## src/sv/teq_pkg.sv

```systemverilog
// ----------------------------------------------------------------------------
// teq_pkg
// Shared types for the serial-line echo queue controller.
// ----------------------------------------------------------------------------
package teq_pkg;

    localparam int BYTE_W = 8;

    typedef enum logic [1:0] {
        OP_HOST_WRITE = 2'd0,
        OP_HOST_READ  = 2'd1,
        OP_RX_BYTE    = 2'd2,
        OP_TX_READY   = 2'd3
    } opcode_t;

    typedef struct packed {
        logic full;
        logic empty;
    } fifo_stat_t;

    typedef struct packed {
        logic tx_from_echo;
        logic tx_from_txq;
        logic read_valid;
        logic write_accepted;
        logic rx_dropped;
        logic ready_enable;
    } evt_result_t;

endpackage

```

## src/sv/teq_byte_fifo.sv

```systemverilog
// ----------------------------------------------------------------------------
// teq_byte_fifo
// Byte FIFO on a synchronous memory; pop data is registered and appears in the cycle after the pop.
// ----------------------------------------------------------------------------
module teq_byte_fifo #(
    parameter int DEPTH = 8
) (
    input  logic                       clk,
    input  logic                       rst_n,
    input  logic                       push,
    input  logic [teq_pkg::BYTE_W-1:0] push_data,
    input  logic                       pop,
    output logic [teq_pkg::BYTE_W-1:0] rd_data,
    output teq_pkg::fifo_stat_t        status
);
    import teq_pkg::*;

    localparam int AW = (DEPTH > 1) ? $clog2(DEPTH) : 1;
    localparam int CW = $clog2(DEPTH + 1);

    logic [BYTE_W-1:0] mem [DEPTH];
    logic [BYTE_W-1:0] rd_data_reg;
    logic [AW-1:0]     head_reg;
    logic [AW-1:0]     head_next;
    logic [AW-1:0]     tail_reg;
    logic [AW-1:0]     tail_next;
    logic [CW-1:0]     count_reg;
    logic [CW-1:0]     count_next;
    logic              push_ok;
    logic              pop_ok;

    assign status.full  = (count_reg == CW'(DEPTH));
    assign status.empty = (count_reg == '0);
    assign push_ok      = push && !status.full;
    assign pop_ok       = pop && !status.empty;
    assign rd_data      = rd_data_reg;

    always_comb
    begin
        head_next  = head_reg;
        tail_next  = tail_reg;
        count_next = count_reg;
        if (push_ok)
        begin
            tail_next = (tail_reg == AW'(DEPTH - 1)) ? '0 : tail_reg + 1'b1;
        end
        if (pop_ok)
        begin
            head_next = (head_reg == AW'(DEPTH - 1)) ? '0 : head_reg + 1'b1;
        end
        if (push_ok && !pop_ok)
        begin
            count_next = count_reg + 1'b1;
        end
        else if (pop_ok && !push_ok)
        begin
            count_next = count_reg - 1'b1;
        end
    end

    always_ff @(posedge clk or negedge rst_n)
    begin
        if (!rst_n)
        begin
            head_reg  <= '0;
            tail_reg  <= '0;
            count_reg <= '0;
        end
        else
        begin
            head_reg  <= head_next;
            tail_reg  <= tail_next;
            count_reg <= count_next;
        end
    end

    always_ff @(posedge clk)
    begin
        if (push_ok)
        begin
            mem[tail_reg] <= push_data;
        end
        if (pop_ok)
        begin
            rd_data_reg <= mem[head_reg];
        end
    end

    a_count_bound: assert property (@(posedge clk) disable iff (!rst_n)
        count_reg <= CW'(DEPTH))
        else $error("fifo count above depth");

    a_push_full: assert property (@(posedge clk) disable iff (!rst_n)
        (push && status.full && !pop) |=> $stable(count_reg))
        else $error("push into full fifo changed count");

    a_pop_count: assert property (@(posedge clk) disable iff (!rst_n)
        (pop_ok && !push_ok) |=> (count_reg == $past(count_reg) - 1'b1))
        else $error("pop did not decrement count");

endmodule

```

## src/sv/tty_echo_queue_controller.sv

```systemverilog
// ----------------------------------------------------------------------------
// tty_echo_queue_controller
// Serial-line buffer controller with receive, transmit and echo byte queues.
// ----------------------------------------------------------------------------
// One event is taken per cycle as long as results are taken. An accepted
// event first updates queue pointers, issues the memory read and records its
// flags in p1_reg, then forms the result into the output register. The
// synchronous read of each queue memory is why the result is formed in a
// later step than the pointer update. Queue memories have no reset and need
// no clearing pass.
// ----------------------------------------------------------------------------
module tty_echo_queue_controller #(
    parameter int QUEUE_DEPTH = 8
) (
    input  logic        clk,
    input  logic        rst_n,
    input  logic        cfg_we,
    input  logic        cfg_wdata,    // echo_enable
    input  logic        s_tvalid,
    output logic        s_tready,
    input  logic [7:0]  s_tdata,      // [7:0] data_byte
    input  logic [1:0]  s_tuser,      // [1:0] opcode
    output logic        m_tvalid,
    input  logic        m_tready,
    output logic [23:0] m_tdata       // [0] tx_valid, [8:1] tx_byte,
                                      // [9] read_valid, [17:10] read_byte,
                                      // [18] write_accepted, [19] rx_dropped,
                                      // [20] tx_ready_enable, [23:21] zero
);
    import teq_pkg::*;

    opcode_t           op;
    logic              accept;
    logic              advance;
    logic              echo_en_reg;
    logic              ready_en_reg;
    logic              ready_en_next;
    logic              p1_valid_reg;
    evt_result_t       p1_reg;
    evt_result_t       p1_next;
    logic              m_tvalid_reg;
    logic [23:0]       m_tdata_reg;
    logic [23:0]       m_tdata_next;
    logic [BYTE_W-1:0] tx_byte;
    logic [BYTE_W-1:0] read_byte;

    logic              rxq_push, rxq_pop, txq_push, txq_pop, ecq_push, ecq_pop;
    logic [BYTE_W-1:0] rxq_rd, txq_rd, ecq_rd;
    fifo_stat_t        rxq_st, txq_st, ecq_st;

    assign op       = opcode_t'(s_tuser);
    assign advance  = !m_tvalid_reg || m_tready;
    assign s_tready = advance || !p1_valid_reg;
    assign accept   = s_tvalid && s_tready;
    assign m_tvalid = m_tvalid_reg;
    assign m_tdata  = m_tdata_reg;

    always_comb
    begin
        rxq_push      = 1'b0;
        rxq_pop       = 1'b0;
        txq_push      = 1'b0;
        txq_pop       = 1'b0;
        ecq_push      = 1'b0;
        ecq_pop       = 1'b0;
        ready_en_next = ready_en_reg;
        p1_next       = '0;
        unique case (op)
            OP_HOST_WRITE:
            begin
                txq_push               = accept;
                p1_next.write_accepted = !txq_st.full;
                ready_en_next          = 1'b1;
            end
            OP_HOST_READ:
            begin
                rxq_pop            = accept && !rxq_st.empty;
                p1_next.read_valid = !rxq_st.empty;
            end
            OP_RX_BYTE:
            begin
                rxq_push           = accept;
                ecq_push           = accept && !rxq_st.full && echo_en_reg;
                p1_next.rx_dropped = rxq_st.full;
                if (!rxq_st.full && echo_en_reg)
                begin
                    ready_en_next = 1'b1;
                end
            end
            OP_TX_READY:
            begin
                ecq_pop              = accept && !ecq_st.empty;
                txq_pop              = accept && ecq_st.empty && !txq_st.empty;
                p1_next.tx_from_echo = !ecq_st.empty;
                p1_next.tx_from_txq  = ecq_st.empty && !txq_st.empty;
                if (ecq_st.empty && txq_st.empty)
                begin
                    ready_en_next = 1'b0;
                end
            end
            default:
            begin
                ready_en_next = ready_en_reg;
            end
        endcase
        p1_next.ready_enable = ready_en_next;
    end

    teq_byte_fifo #(.DEPTH(QUEUE_DEPTH)) u_rxq (
        .clk(clk), .rst_n(rst_n), .push(rxq_push), .push_data(s_tdata),
        .pop(rxq_pop), .rd_data(rxq_rd), .status(rxq_st)
    );

    teq_byte_fifo #(.DEPTH(QUEUE_DEPTH)) u_txq (
        .clk(clk), .rst_n(rst_n), .push(txq_push), .push_data(s_tdata),
        .pop(txq_pop), .rd_data(txq_rd), .status(txq_st)
    );

    teq_byte_fifo #(.DEPTH(QUEUE_DEPTH)) u_ecq (
        .clk(clk), .rst_n(rst_n), .push(ecq_push), .push_data(s_tdata),
        .pop(ecq_pop), .rd_data(ecq_rd), .status(ecq_st)
    );

    always_comb
    begin
        if (p1_reg.tx_from_echo)
        begin
            tx_byte = ecq_rd;
        end
        else if (p1_reg.tx_from_txq)
        begin
            tx_byte = txq_rd;
        end
        else
        begin
            tx_byte = '0;
        end
        read_byte    = p1_reg.read_valid ? rxq_rd : '0;
        m_tdata_next = {3'b000,
                        p1_reg.ready_enable,
                        p1_reg.rx_dropped,
                        p1_reg.write_accepted,
                        read_byte,
                        p1_reg.read_valid,
                        tx_byte,
                        p1_reg.tx_from_echo | p1_reg.tx_from_txq};
    end

    always_ff @(posedge clk or negedge rst_n)
    begin
        if (!rst_n)
        begin
            echo_en_reg  <= 1'b1;
            ready_en_reg <= 1'b0;
            p1_valid_reg <= 1'b0;
            m_tvalid_reg <= 1'b0;
        end
        else
        begin
            if (cfg_we)
            begin
                echo_en_reg <= cfg_wdata;
            end
            if (accept)
            begin
                ready_en_reg <= ready_en_next;
            end
            if (accept)
            begin
                p1_valid_reg <= 1'b1;
            end
            else if (advance)
            begin
                p1_valid_reg <= 1'b0;
            end
            if (advance)
            begin
                m_tvalid_reg <= p1_valid_reg;
            end
        end
    end

    always_ff @(posedge clk)
    begin
        if (accept)
        begin
            p1_reg <= p1_next;
        end
        if (advance && p1_valid_reg)
        begin
            m_tdata_reg <= m_tdata_next;
        end
    end

    a_tx_source: assert property (@(posedge clk) disable iff (!rst_n)
        p1_valid_reg |-> !(p1_reg.tx_from_echo && p1_reg.tx_from_txq))
        else $error("transmit byte taken from two queues");

    a_echo_first: assert property (@(posedge clk) disable iff (!rst_n)
        (accept && op == OP_TX_READY && !ecq_st.empty) |-> !txq_pop)
        else $error("transmit queue popped ahead of echo queue");

    a_stall: assert property (@(posedge clk) disable iff (!rst_n)
        (p1_valid_reg && m_tvalid_reg && !m_tready) |-> !s_tready)
        else $error("event taken while pipeline is blocked");

    a_enable_clear: assert property (@(posedge clk) disable iff (!rst_n)
        (accept && op == OP_TX_READY && ecq_st.empty && txq_st.empty)
        |=> !ready_en_reg)
        else $error("enable not cleared with both queues empty");

endmodule
```

## config.mk

```make
export PLATFORM = sky130hd
export DESIGN_NAME = tty_echo_queue_controller
export DESIGN_NICKNAME = d
export VERILOG_FILES = /design/src/sv/teq_pkg.sv /design/src/sv/teq_byte_fifo.sv /design/src/sv/tty_echo_queue_controller.sv
export SDC_FILE = /design/constraint.sdc
export NUM_CORES = 1
export LEC_CHECK = 0
export BUFFER_PORTS_ARGS = -buffer_cell sky130_fd_sc_hd__buf_2
export CAP_MARGIN = 30
export CORE_ASPECT_RATIO = 0.5
export CORE_UTILIZATION = 60
export DETAILED_ROUTE_END_ITERATION = 8
export HOLD_SLACK_MARGIN = 0.02
export PLACE_DENSITY = 0.78
export REMOVE_ABC_BUFFERS = 1
export SLEW_MARGIN = 20
export SYNTH_ARGS = -nofsm -noshare
export SYNTH_HDL_FRONTEND = slang
export SYNTH_HIERARCHICAL = 1
export SYNTH_SLANG_ARGS = --single-unit
```

## constraint.sdc

```tcl
create_clock -name clk -period 3.8 [get_ports clk]
set_input_delay 0.76 -clock clk [delete_from_list [all_inputs] [get_ports clk]]
set_output_delay 0.76 -clock clk [all_outputs]
set_load 0.02 [all_outputs]
```

# Word level (Yosys, flattened, before mapping)
# Memory sizes are Yosys's and may differ from the RTL's. A register that Yosys moved wholly into a read port is not among the register bits.
# Index checks and enable logic that the tools add are counted.
dict set report op_classes {
  n_addsub 12
  n_mux 31
  bitwise 1
  n_eq_ne 12
  n_reduce_logical 47
}
# op n
set ops {}
lappend ops {{$mux W4} 6}
lappend ops {{$logic_and A1 B1 Y1} 23}
lappend ops {{$add A3 B1 Y3 const B} 6}
lappend ops {{$eq A3 B3 Y1 const B} 6}
lappend ops {{$mux W3} 6}
lappend ops {{$mux W1} 16}
lappend ops {{$mux W8} 2}
lappend ops {{$logic_not A1 Y1} 14}
lappend ops {{$add A4 B1 Y4 const B} 3}
lappend ops {{$eq A4 B4 Y1 const B} 3}
lappend ops {{$logic_not A4 Y1} 3}
lappend ops {{$sub A4 B1 Y4 const B} 3}
lappend ops {{$reduce_bool A2 Y1} 4}
lappend ops {{$eq A2 B2 Y1 const B} 2}
lappend ops {{$pmux W1 S3} 1}
lappend ops {{$eq A2 B1 Y1 const B} 1}
lappend ops {{$logic_not A2 Y1} 1}
lappend ops {{$logic_or A1 B1 Y1} 2}
lappend ops {{$or A1 B1 Y1} 1}
dict set report totals {
  mem_count 3
  ram_bits 192
  inputBits 16
  elab_cells 127
  regBits 61
}
# memory words width read_ports rd_ports_with_merged_regs write_ports line
set memory_table {}
lappend memory_table {u_ecq.mem 8 8 1 1 1 teq_byte_fifo.sv:21} ;# logic [BYTE_W-1:0] mem [DEPTH];
lappend memory_table {u_rxq.mem 8 8 1 1 1 teq_byte_fifo.sv:21}
lappend memory_table {u_txq.mem 8 8 1 1 1 teq_byte_fifo.sv:21}

# Longest topological paths before layout
# Gate-level depths: netlist of run 1.
dict set report depth {
  depth_word 12
  mapped_depth 12
}

# Hierarchy
# The synthesis of run 1 kept the hierarchy.
# mod seq_area_each_um2 cells_per_inst area_each_um2 instances
set modules_own_cells {}
lappend modules_own_cells {{teq_byte_fifo at u_rxq ...} 2412.3 166 3377.0 2}
lappend modules_own_cells {{teq_byte_fifo at u_ecq} 2412.3 168 3405.8 1}
lappend modules_own_cells {tty_echo_queue_controller 912.1 90 1297.5 1}

# Worst setup path before layout of run 1
# OpenSTA, ideal clock, no wires.
dict set report synth_timing {
  path_kind {input to register}
  start {input m_tready}
  end {register u_ecq.count_reg[3]}
  arrival_time_ns 3.323
  cell_stages 12
  setup_slack_ns 0.346
  n_path_buf 0
  required_time_ns 3.669
  cell_sequence {and3b_4 > inv_1 > nand2_2 > nor3_1 > nand2_8 > inv_1 > ha_1 > inv_1 > ha_1 > or4_1 > o211ai_1 > o211ai_1}
}
dict set report synth_between {
  elab_chain_cells 10
  elab_cells_between_ends 16
}
# item line
set synth_lines {}
lappend synth_lines {{start, declared} tty_echo_queue_controller.sv:24} ;# input logic m_tready,
lappend synth_lines {{$logic_or A1 B1 Y1 *} tty_echo_queue_controller.sv:52} ;# assign advance = !m_tvalid_reg || m_tready;
lappend synth_lines {{$logic_or A1 B1 Y1 *} tty_echo_queue_controller.sv:53} ;# assign s_tready = advance || !p1_valid_reg;
lappend synth_lines {{named net s_tready} tty_echo_queue_controller.sv:20} ;# output logic s_tready,
lappend synth_lines {{$logic_and A1 B1 Y1 *} tty_echo_queue_controller.sv:54} ;# assign accept = s_tvalid && s_tready;
lappend synth_lines {{$logic_and A1 B1 Y1 * (2 in a row)} tty_echo_queue_controller.sv:83} ;# ecq_push = accept && !rxq_st.full && echo_en_reg;
lappend synth_lines {{$mux W1 *} tty_echo_queue_controller.sv:68} ;# unique case (op)
lappend synth_lines {{named net ecq_push} tty_echo_queue_controller.sv:47} ;# logic rxq_push, rxq_pop, txq_push, txq_pop, ecq_push, ecq_pop;
lappend synth_lines {{$logic_and A1 B1 Y1 *} teq_byte_fifo.sv:34} ;# assign push_ok = push && !status.full;
lappend synth_lines {{named net u_ecq.push_ok} teq_byte_fifo.sv:29} ;# logic push_ok;
lappend synth_lines {{$logic_not A1 Y1} teq_byte_fifo.sv:55} ;# else if (pop_ok && !push_ok)
lappend synth_lines {{$logic_and A1 B1 Y1} teq_byte_fifo.sv:55}
lappend synth_lines {{$reduce_bool A2 Y1 (no line)} n/a}
lappend synth_lines {{end signal, assigned} teq_byte_fifo.sv:73} ;# count_reg <= count_next;
lappend synth_lines {{end, declared} teq_byte_fifo.sv:27} ;# logic [CW-1:0] count_reg;
# The timed path passes the listed nets; every way through them passes the cells marked *.
# A chain may end at the register's enable or synchronous reset.

==> results of run 1 <==
==> critical path: stages, from the launching register on <==
cell	delay, ns
dfrtp_1	0.49
nor4_1	0.55
nand3_1	0.17
nor3_1	0.32
o41ai_4	0.19
ha_1	0.29
inv_1	0.17
ha_1	0.32
or4_1	0.56
o211ai_1	0.12
o211ai_1	0.10
==> power by group through the flow <==
stage	clock, mW	combinational [mW]	sequential, mW
after floorplan	0	1.23	4.13
after global placement	0	1.53	4.23
after detailed placement	0	1.68	4.21
after CTS	2.55	1.72	4.16
after global routing	2.66	1.84	4.21
final	2.52	1.71	4.16
==> cells in the final DEF, fill, tap and decap left out, types with 2 or more instances in the layout <==
| cell | instances |
|---|---|
| edfxtp_1 | 243 |
| buf_2 | 38 |
| mux4_2 | 37 |
| dfrtp_1 | 33 |
| clkbuf_16 | 25 |
| mux2_2 | 24 |
| buf_4 | 24 |
| nor3_1 | 23 |
| ha_1 | 21 |
| mux2_4 | 17 |
| nor2_1 | 16 |
| inv_1 | 15 |
| nand2_1 | 14 |
| mux4_1 | 11 |
| nand2b_1 | 10 |
| nand3_1 | 10 |
| and2_1 | 9 |
| a21oi_1 | 7 |
| a22o_1 | 7 |
| nor4_1 | 6 |
| xnor2_1 | 6 |
| o211ai_1 | 6 |
| o21ai_0 | 5 |
| clkinv_2 | 5 |
| clkinv_1 | 4 |
| bufinv_16 | 4 |
| conb_1 | 3 |
| or4b_4 | 3 |
| o41ai_4 | 3 |
| a21o_1 | 3 |
| nand3b_1 | 3 |
| or3_1 | 3 |
| mux2i_1 | 3 |
| or4_1 | 3 |
| a2111o_1 | 3 |
| fa_1 | 3 |
| clkbuf_1 | 2 |
| clkinvlp_4 | 2 |
| nand2_4 | 2 |
==> area by class of cell <==
cell class                      count  area (um2)  area share (%)
Clock buffer                       27         633            4.94
Clock inverter                     16         186            1.45
Inverter                           15        56.3           0.439
Multi-Input combinational cell    274        3070            24.0
Sequential cell                   277        8150            63.6
Tap cell                          259         324            2.53
Timing Repair Buffer               64         397            3.09
==> metal layers <==
layer | routed length, um | vias to the layer above | GRT usage (%)
met4 | 471 | 0 | 6.26
li1 | - | 2491 | -
met3 | 1420 | 45 | 3.05
met5 | 0 | - | 0
met2 | 10000 | 230 | 35.0
met1 | 9660 | 2959 | 34.5
==> worst max path at each step <==
stage | cells after the start | slack (ns) | endpoint
finish | 10 | 0.41 | u_txq/count_reg[3]
global route | 10 | 0.19 | u_txq/count_reg[3]
CTS | 10 | 0.40 | u_txq/count_reg[3]
detailed placement | 13 | 0.21 | u_txq/count_reg[3]
global placement | 13 | 0.44 | u_txq/count_reg[3]
floorplan | 12 | 0.35 | u_ecq/count_reg[3]
==> results.sh, run 1 <==
export IMPL_post_cts_buffers=0
export IMPL_swShare_pct=27.2
export IMPL_synthCells=589
export IMPL_postRouteWirelength_mm=21.6
export IMPL_start_kind="register"
export IMPL_gp_congestion=0.810
export IMPL_dp_cells=889
export IMPL_maxCapViolations=0
export IMPL_h_tree_depth=1
export IMPL_peakVddDrop_uv=346
export IMPL_antennaDiodeCount=0
export IMPL_coreArea_mm2=0.0185
export IMPL_max_freq_mhz=295
export IMPL_reg2reg_depth=10
export IMPL_dpl_instance_area_mm2=0.0120
export IMPL_period_needed_ns=3.39
export IMPL_slew_headroom_pct=40.0
export IMPL_grt_max_degree=35
export IMPL_finalInstanceArea_mm2=0.0128
export IMPL_crit_required_ns=4.18
export IMPL_finClkSkew_ns=0.0209
export IMPL_clockBufferDepth=3
export IMPL_dieArea_mm2=0.0197
export IMPL_viasPerCell=6.14
export IMPL_yosys_warnings=6
export IMPL_p_int_mw=6.11
export IMPL_grt_pass1_vias=5502
export IMPL_switchingPower_mw=2.28
export IMPL_worstReg2RegStart="u_ecq/count_reg[0]"
export IMPL_layout_drive_gt1_share_pct=28.8
export IMPL_wl_per_cell_um=23.1
export IMPL_cp_max_fo=7
export IMPL_dp_hpwl_mm=13.0
export IMPL_min_path_type="primary input to async pin"
export IMPL_overflow=0
export IMPL_grt_antenna_before_repair=0
export IMPL_drv_slew=0
export IMPL_r2r_end="u_txq/count_reg[3]"
export IMPL_cts_hold_buf=0
export IMPL_hold_violations=0
export IMPL_ff2ff_setup_slack_ns=0.41
export IMPL_final_nets=696
export IMPL_seqPwrFrac_pct=49.6
export IMPL_cp_end_kind="register"
export IMPL_preCtsSetupSlack_ns=0.208
export IMPL_cts_sink_count=277
export IMPL_layout_cells_non_filler=932
export IMPL_num_rows=35
export IMPL_syn_area_mm2=0.0115
export IMPL_dr_pass1_iters=5
export IMPL_ant_nets=0
export IMPL_cts_resized_gates=0
export IMPL_portBuffers=38
export IMPL_numCtsBuffers=24
export IMPL_io_pins=42
export IMPL_clk_pin_slew_ns=0.07
export IMPL_clock_latency_ns=0.52
export IMPL_reg_top3="u_ecq/mem (64), u_rxq/mem (64), u_txq/mem (64)"
export IMPL_fin_ws_ns=0.406
export IMPL_syn_area_per_cell_um2=19.4
export IMPL_grt_use_total_pct=22.6
export IMPL_worstSetupPathType="register to register"
export IMPL_run_status="completed"
export IMPL_clockPowerShare_pct=30.1
export IMPL_hold_ws_ns=0.324
export IMPL_grt_pass1_wl_mm=32.1
export IMPL_combPwrFrac_pct=20.3
export IMPL_drc=0
export IMPL_crit_arrival_ns=3.77
export IMPL_fp_dieH_um=99.7
export IMPL_syn_to_final_growth_pct=11.9
export IMPL_root_buffer="clkbuf_16"
export IMPL_rsz0062_at_grt="no"
export IMPL_dieWidth_um=197
export IMPL_finalSetupTns_ns=0
export IMPL_num_vias=5725
export IMPL_final_period_utilization_pct=89.3
export IMPL_setup_violations=0
export IMPL_tightest_slew_ns=0.900
export IMPL_drtIter0Drc=625
export IMPL_cts_tree="yes"
export IMPL_crit_start="u_ecq/count_reg[0]"
export IMPL_fin_util_pct=69.2
export IMPL_leakage_nw=4.49
export IMPL_fill_cells=1162
export IMPL_initial_core_util_pct=61.8
export IMPL_powerDensity_mw_per_mm2=654
export IMPL_power_mw=8.38
No activity file was read; power rests on OpenSTA's default activity.
==> run 2: changes to the inputs <==
BUFFER_PORTS_ARGS = unset   (was -buffer_cell sky130_fd_sc_hd__buf_2)
DONT_BUFFER_PORTS = 1   (was unset)
PLACE_DENSITY = 0.76   (was 0.78)
==> run 2 against run 1 <==
Design area shrank 1.4%. First-iteration DRC count shrank 37%. Non-clock buffer count shrank 35. Largest power group unchanged. Highest routed layer unchanged.
==> results.sh, run 2 (synthesis results as in run 1) <==
export IMPL_final_period_utilization_pct=87.8
export IMPL_cp_max_fo=8
export IMPL_tightest_slew_ns=0.777
export IMPL_drc=0
export IMPL_grt_max_degree=34
export IMPL_numCtsBuffers=24
export IMPL_ff2ff_setup_slack_ns=0.46
export IMPL_powerDensity_mw_per_mm2=651
export IMPL_cts_tree="yes"
export IMPL_hold_violations=0
export IMPL_grt_use_total_pct=21.2
export IMPL_post_cts_buffers=0
export IMPL_cp_end_kind="register"
export IMPL_wl_per_cell_um=22.1
export IMPL_run_status="completed"
export IMPL_num_vias=5398
export IMPL_multi_input_area_mm2=0.00307
export IMPL_layout_commonest_cell="edfxtp_1"
export IMPL_ant_nets=0
export IMPL_final_nets=661
export IMPL_crit_required_ns=4.18
export IMPL_fp_dieH_um=99.7
export IMPL_h_tree_depth=1
export IMPL_finalInstanceArea_mm2=0.0126
export IMPL_dr_pass1_iters=4
export IMPL_io_pins=42
export IMPL_antennaDiodeCount=0
export IMPL_reg2reg_depth=12
export IMPL_met1_length_mm=8.84
export IMPL_viasPerCell=6.02
export IMPL_peakVddDrop_uv=359
export IMPL_dp_hpwl_mm=12.8
export IMPL_fill_cells=1159
export IMPL_gp_congestion=0.762
export IMPL_setup_violations=0
export IMPL_grt_pass1_vias=5479
export IMPL_overflow=0
export IMPL_dpl_instance_area_mm2=0.0118
export IMPL_clockBufferDepth=3
export IMPL_layout_drive_gt1_share_pct=23.9
export IMPL_worstSetupPathType="register to register"
export IMPL_leakage_nw=4.34
export IMPL_cts_sink_count=277
export IMPL_wl_met2_mm=9.61
export IMPL_drv_slew=0
export IMPL_clk_pin_slew_ns=0.07
export IMPL_max_freq_mhz=300
export IMPL_mostFrequentLayoutCells="243 x edfxtp_1, 37 x mux4_2, 33 x dfrtp_1"
export IMPL_rsz0062_at_grt="no"
export IMPL_dr_wl_met3_mm=1.10
export IMPL_finClkSkew_ns=0.0172
export IMPL_postRouteWirelength_mm=19.8
export IMPL_syn_to_final_growth_pct=10.4
export IMPL_worstReg2RegStart="m_tvalid"
export IMPL_dieWidth_um=197
export IMPL_start_kind="register"
export IMPL_initial_core_util_pct=61.8
export IMPL_drtIter0Drc=392
export IMPL_dieArea_mm2=0.0197
export IMPL_top_layer="met4"
export IMPL_root_buffer="clkbuf_16"
export IMPL_coreArea_mm2=0.0185
export IMPL_reg_top3="u_ecq/mem (64), u_rxq/mem (64), u_txq/mem (64)"
export IMPL_portBuffers=0
export IMPL_grt_antenna_before_repair=0
export IMPL_num_rows=35
export IMPL_regArea_mm2=0.00815
export IMPL_slew_headroom_pct=48.0
export IMPL_finalSetupTns_ns=0
export IMPL_maxCapViolations=0
export IMPL_clock_latency_ns=0.51
export IMPL_min_path_type="primary input to async pin"
export IMPL_crit_arrival_ns=3.72
export IMPL_r2r_end="u_txq/count_reg[3]"
export IMPL_period_needed_ns=3.34
export IMPL_grt_pass1_wl_mm=30.6
==> run 2: changes by cell type in the layout (fill, tap and decap cells not counted), moves of 2 or more <==
| cell | before | now |
|---|---|---|
| clkinv_2 | 5 | 1 |
| clkbuf_1 | 2 | 6 |
| clkinv_1 | 4 | 6 |
| buf_2 | 38 | 0 |
==> run 2: cell type report <==
type / instances / share of cell area [%]
clock inverters: 11 / 0.990
flip-flops and latches: 277 / 64.5
multi-input cells: 274 / 24.3
repair buffers: 29 / 2.10
clock buffers: 31 / 5.13
inverters: 15 / 0.445
well taps: 259 / 2.56
==> run 2: timing repair <==
action,in CTS,in global routing
endpoints found under the hold margin,33,0
hold buffers,1,0
resized for setup,0,0
==> run 2: report_power, final <==
| group | internal [mW] | switching [mW] |
|---|---|---|
| Clock | 1.40 | 1.01 |
| Sequential | 3.63 | 0.531 |
| Combinational | 1.02 | 0.646 |
| Total | 6.05 | 2.18 |
==> run 2: per-layer routing <==
layer,up-vias,GRT usage [%]
li1,2423,-
met4,0,5.13
met3,24,3.83
met1,2797,30.5
met5,-,0
met2,154,34.2
==> run 2: stage by stage <==
step,util [%],setup slack [ns],power (mW),std cells,hold slack (ns)
3_3_place_gp,63.6,0.316,5.73,850,0.405
4_1_cts,68.2,0.458,8.29,896,0.0633
5_1_grt,68.2,0.257,8.60,896,0.0597
6_report,68.2,0.464,8.23,896,0.0648
2_1_floorplan,-,0.346,5.36,566,0.400
3_5_place_dp,64.0,0.202,5.89,853,0.406
==> run 2: critical path, cell delays in order, from the launching register on <==
cell and delay (ns):
dfrtp_1 0.47, and3b_4 0.24, inv_1 0.22, nand2_2 0.17
nor3_1 0.36, nand2_4 0.16, inv_1 0.09, ha_1 0.25
inv_1 0.13, ha_1 0.37, or4_1 0.54, o211ai_1 0.11
o211ai_1 0.11
==> run 2: worst max path at each step <==
stage	depth (start not counted)	start	slack, ns	end
after global routing	12	m_tvalid	0.26	u_txq/count_reg[3]
after CTS	12	m_tvalid	0.46	u_txq/count_reg[3]
after detailed placement	12	m_tready	0.20	u_txq/count_reg[3]
after global placement	12	m_tready	0.32	u_txq/count_reg[3]
final	12	m_tvalid	0.46	u_txq/count_reg[3]
after floorplan	12	m_tready	0.35	u_ecq/count_reg[3]
==> run 3: changes to the inputs <==
--- a/config.mk
+++ b/config.mk
@@ -17,4 +17,3 @@
 export SYNTH_ARGS = -nofsm -noshare
 export SYNTH_HDL_FRONTEND = slang
-export SYNTH_HIERARCHICAL = 1
 export SYNTH_SLANG_ARGS = --single-unit
==> constraint.sdc (replaced) <==
create_clock -name clk -period 3.8 [get_ports clk]
set_input_delay 0.76 -clock clk [delete_from_list [all_inputs] [get_ports clk]]
set_output_delay 0.76 -clock clk [all_outputs]
set_load 0.1 [all_outputs]
==> run 3 against run 2 <==
Fmax increased by 15%. Sequential cell count is the same. Design area is 2.9% lower. Cell count is 6.3% lower. Non-clock buffer count fell by 4. Synthesized cell count down 5.3%. Sequential share of layout area is 1.9 points higher. Combinational power is 7% lower. Wire length decreased by 3.1%. Worst setup slack better by 0.43 ns. Critical endpoint is now u_rxq.count_reg[3]. Largest power group unchanged.
==> results.sh, run 3 <==
export IMPL_drv_slew=0
export IMPL_finClkSkew_ns=0.0189
export IMPL_combPwrFrac_pct=18.9
export IMPL_hold_violations=0
export IMPL_crit_path_max_incr_delay_ns=0.36
export IMPL_overflow=0
export IMPL_yosys_warnings=0
export IMPL_synth_seq_cells=277
export IMPL_grt_max_degree=34
export IMPL_fp_dieH_um=97.9
export IMPL_dpl_instance_area_mm2=0.0114
export IMPL_num_rows=34
export IMPL_cts_resized_gates=0
export IMPL_coreArea_mm2=0.0177
export IMPL_cp_max_fo=9
export IMPL_h_tree_depth=1
export IMPL_worstSetupPathType="register to register"
export IMPL_numCtsBuffers=24
export IMPL_grt_pass1_vias=5318
export IMPL_io_pins=42
export IMPL_cts_sink_count=277
export IMPL_finalInstanceArea_mm2=0.0123
export IMPL_synth_area_leaders="edfxtp_1 66%, mux4_2 9.8%, dfrtp_1 7.5%"
export IMPL_max_freq_mhz=344
export IMPL_reg_top3="u_ecq.mem (64), u_rxq.mem (64), u_txq.mem (64)"
export IMPL_drc=0
export IMPL_clockBufferDepth=3
export IMPL_rsz0062_at_grt="no"
export IMPL_clk_pin_slew_ns=0.07
export IMPL_crit_arrival_ns=3.30
export IMPL_mostFrequentLayoutCells="243 x edfxtp_1, 48 x mux4_2, 39 x mux2_2"
export IMPL_drtIter0Drc=323
export IMPL_p_int_mw=6.02
export IMPL_initial_core_util_pct=62.4
export IMPL_ff2ff_setup_slack_ns=0.90
export IMPL_yosysMostFrequentCell="edfxtp_1"
export IMPL_syn_area_mm2=0.0110
export IMPL_grt_antenna_before_repair=0
export IMPL_viasPerCell=6.05
export IMPL_ant_nets=0
export IMPL_cp_slowest_cell="dfrtp_1"
export IMPL_wl_per_cell_um=22.9
export IMPL_num_vias=5085
export IMPL_dieWidth_um=194
export IMPL_synthCells=558
export IMPL_crit_required_ns=4.20
export IMPL_reg2reg_depth=12
export IMPL_synth_common_cells="243 x edfxtp_1, 48 x mux4_2, 39 x mux2_2, 33 x dfrtp_1, 21 x ha_1"
export IMPL_path_delay_family="simple AND/OR/NAND/NOR gates"
export IMPL_dp_cells=796
export IMPL_switchingPower_mw=2.25
export IMPL_ys_async_sr_fraction_pct=12.3
export IMPL_yosys_area_top_type="edfxtp_1"
export IMPL_dr_pass1_iters=4
export IMPL_yosysUniqueCellTypes=46
export IMPL_slew_headroom_pct=39.7
export IMPL_dp_hpwl_mm=12.2
export IMPL_syn_area_per_cell_um2=19.8
export IMPL_gp_congestion=0.740
export IMPL_maxCapViolations=0
export IMPL_leakage_nw=4.17
export IMPL_layout_drive_gt1_share_pct=27.4
export IMPL_powerDensity_mw_per_mm2=674
export IMPL_cts_tree="yes"
export IMPL_cp_end_kind="register"
export IMPL_syn_to_final_growth_pct=11.2
export IMPL_start_kind="register"
export IMPL_finalSetupTns_ns=0
export IMPL_postRouteWirelength_mm=19.2
export IMPL_portBuffers=0
export IMPL_final_nets=629
export IMPL_worstReg2RegStart="m_tvalid"
export IMPL_power_mw=8.28
export IMPL_setup_violations=0
export IMPL_yosys_area_top_type_share_pct=66.1
export IMPL_yosys_most_used_dff="edfxtp_1"
export IMPL_final_period_utilization_pct=76.4
export IMPL_grt_pass1_wl_mm=30.5
export IMPL_seqPwrFrac_pct=51.0
export IMPL_r2r_end="u_rxq.count_reg[3]"
export IMPL_period_needed_ns=2.90
export IMPL_dieArea_mm2=0.0190
export IMPL_run_status="completed"
export IMPL_clock_latency_ns=0.52
export IMPL_yosysSeqAreaShare_pct=73.8
export IMPL_tightest_slew_ns=0.906
export IMPL_grt_use_total_pct=21.6
export IMPL_fill_cells=1089
export IMPL_synth_edff_count=243
export IMPL_path_cells="buf_4 > nand3b_1 > nand2_1 > inv_1 > nand2_1 > ha_1 > inv_1 > ha_1 > a21oi_1 > and3_1 > o21bai_1 > xnor2_1"
export IMPL_root_buffer="clkbuf_16"
export IMPL_min_path_type="primary input to async pin"
export IMPL_layout_commonest_cell="edfxtp_1"
export IMPL_peakVddDrop_uv=385
export IMPL_antennaDiodeCount=0
export IMPL_layout_cells_non_filler=840
export IMPL_clockPowerShare_pct=30.1
export IMPL_swShare_pct=27.2
export IMPL_crit_buf_inv=3
[run 3: changes by cell type in the layout (fill, tap and decap cells not counted), sizes merged, moves of 4 or more]
cell,delta
buf,-4
nor3,-14
o211ai,-6
nand2b,-4
nor3b,+4
[run 3: per-stage QoR]
step                      utilization [%]  hold WS [ns]  setup slack [ns]
after floorplan                         -         0.400            -0.228
after global placement               64.3         0.401             0.916
after detailed placement             64.7         0.406             0.779
after CTS                            69.4        0.0590             0.898
after global routing                 69.4        0.0567             0.661
final                                69.4        0.0711             0.895
[run 3: what timing repair did]
| item | 4_1_cts | 5_1_grt |
|---|---|---|
| hold endpoints to repair | 33 | 0 |
| hold buffers | 1 | 0 |
| setup buffers | 0 | 0 |
[run 3: power by group through the flow]
stage	combinational [mW]	sequential (mW)	clock, mW
floorplan	1.15	4.21	0
global placement	1.39	4.33	0
detailed placement	1.57	4.29	0
CTS	1.59	4.23	2.53
global route	1.73	4.28	2.65
finish	1.56	4.22	2.49
[run 3: worst max path at each step]
stage	slack, ns	endpoint	cells after the start	startpoint
5_1_grt	0.66	u_rxq.count_reg[3]	12	m_tvalid
3_3_place_gp	0.92	u_rxq.count_reg[3]	11	m_tready
6_report	0.90	u_rxq.count_reg[3]	12	m_tvalid
3_5_place_dp	0.78	u_rxq.count_reg[3]	11	m_tready
4_1_cts	0.90	u_rxq.count_reg[3]	12	m_tvalid
2_1_floorplan	-0.23	u_ecq.count_reg[3]	11	m_tvalid
[run 3: area by class of cell]
| class | count | area [um2] | share of cell area (%) |
|---|---|---|---|
| sequential | 277 | 8150 | 66.4 |
| clock inverter | 10 | 101 | 0.826 |
| inverter | 12 | 55.1 | 0.449 |
| multi-input combinational | 249 | 2730 | 22.3 |
| clock buffer | 33 | 707 | 5.76 |
| tap | 234 | 293 | 2.39 |
| timing repair buffer | 25 | 235 | 1.92 |
[run 3: kinds of logic (layout without fill, tap and decap cells)]
group / count (synthesis) / after routing / share of synthesized area [%]
adders and majority gates: 24 / 24 / 2.92
AOI/OAI and AO/OA: 28 / 28 / 1.72
DFF: 277 / 277 / 73.8
muxes: 90 / 90 / 14.1
xor gates and xnor gates: 9 / 9 / 0.714
buffers and inverters: 34 / 80 / 1.49
other: 1 / 3 / 0.0340
and+or+nand+nor: 95 / 95 / 5.16
[run 3: routing by layer]
layer	part of all wire [%]	GRT usage [%]
met1	44	30.9
met3	4.6	3.94
met2	50	36.2
met5	0	0
met4	1.2	3.79
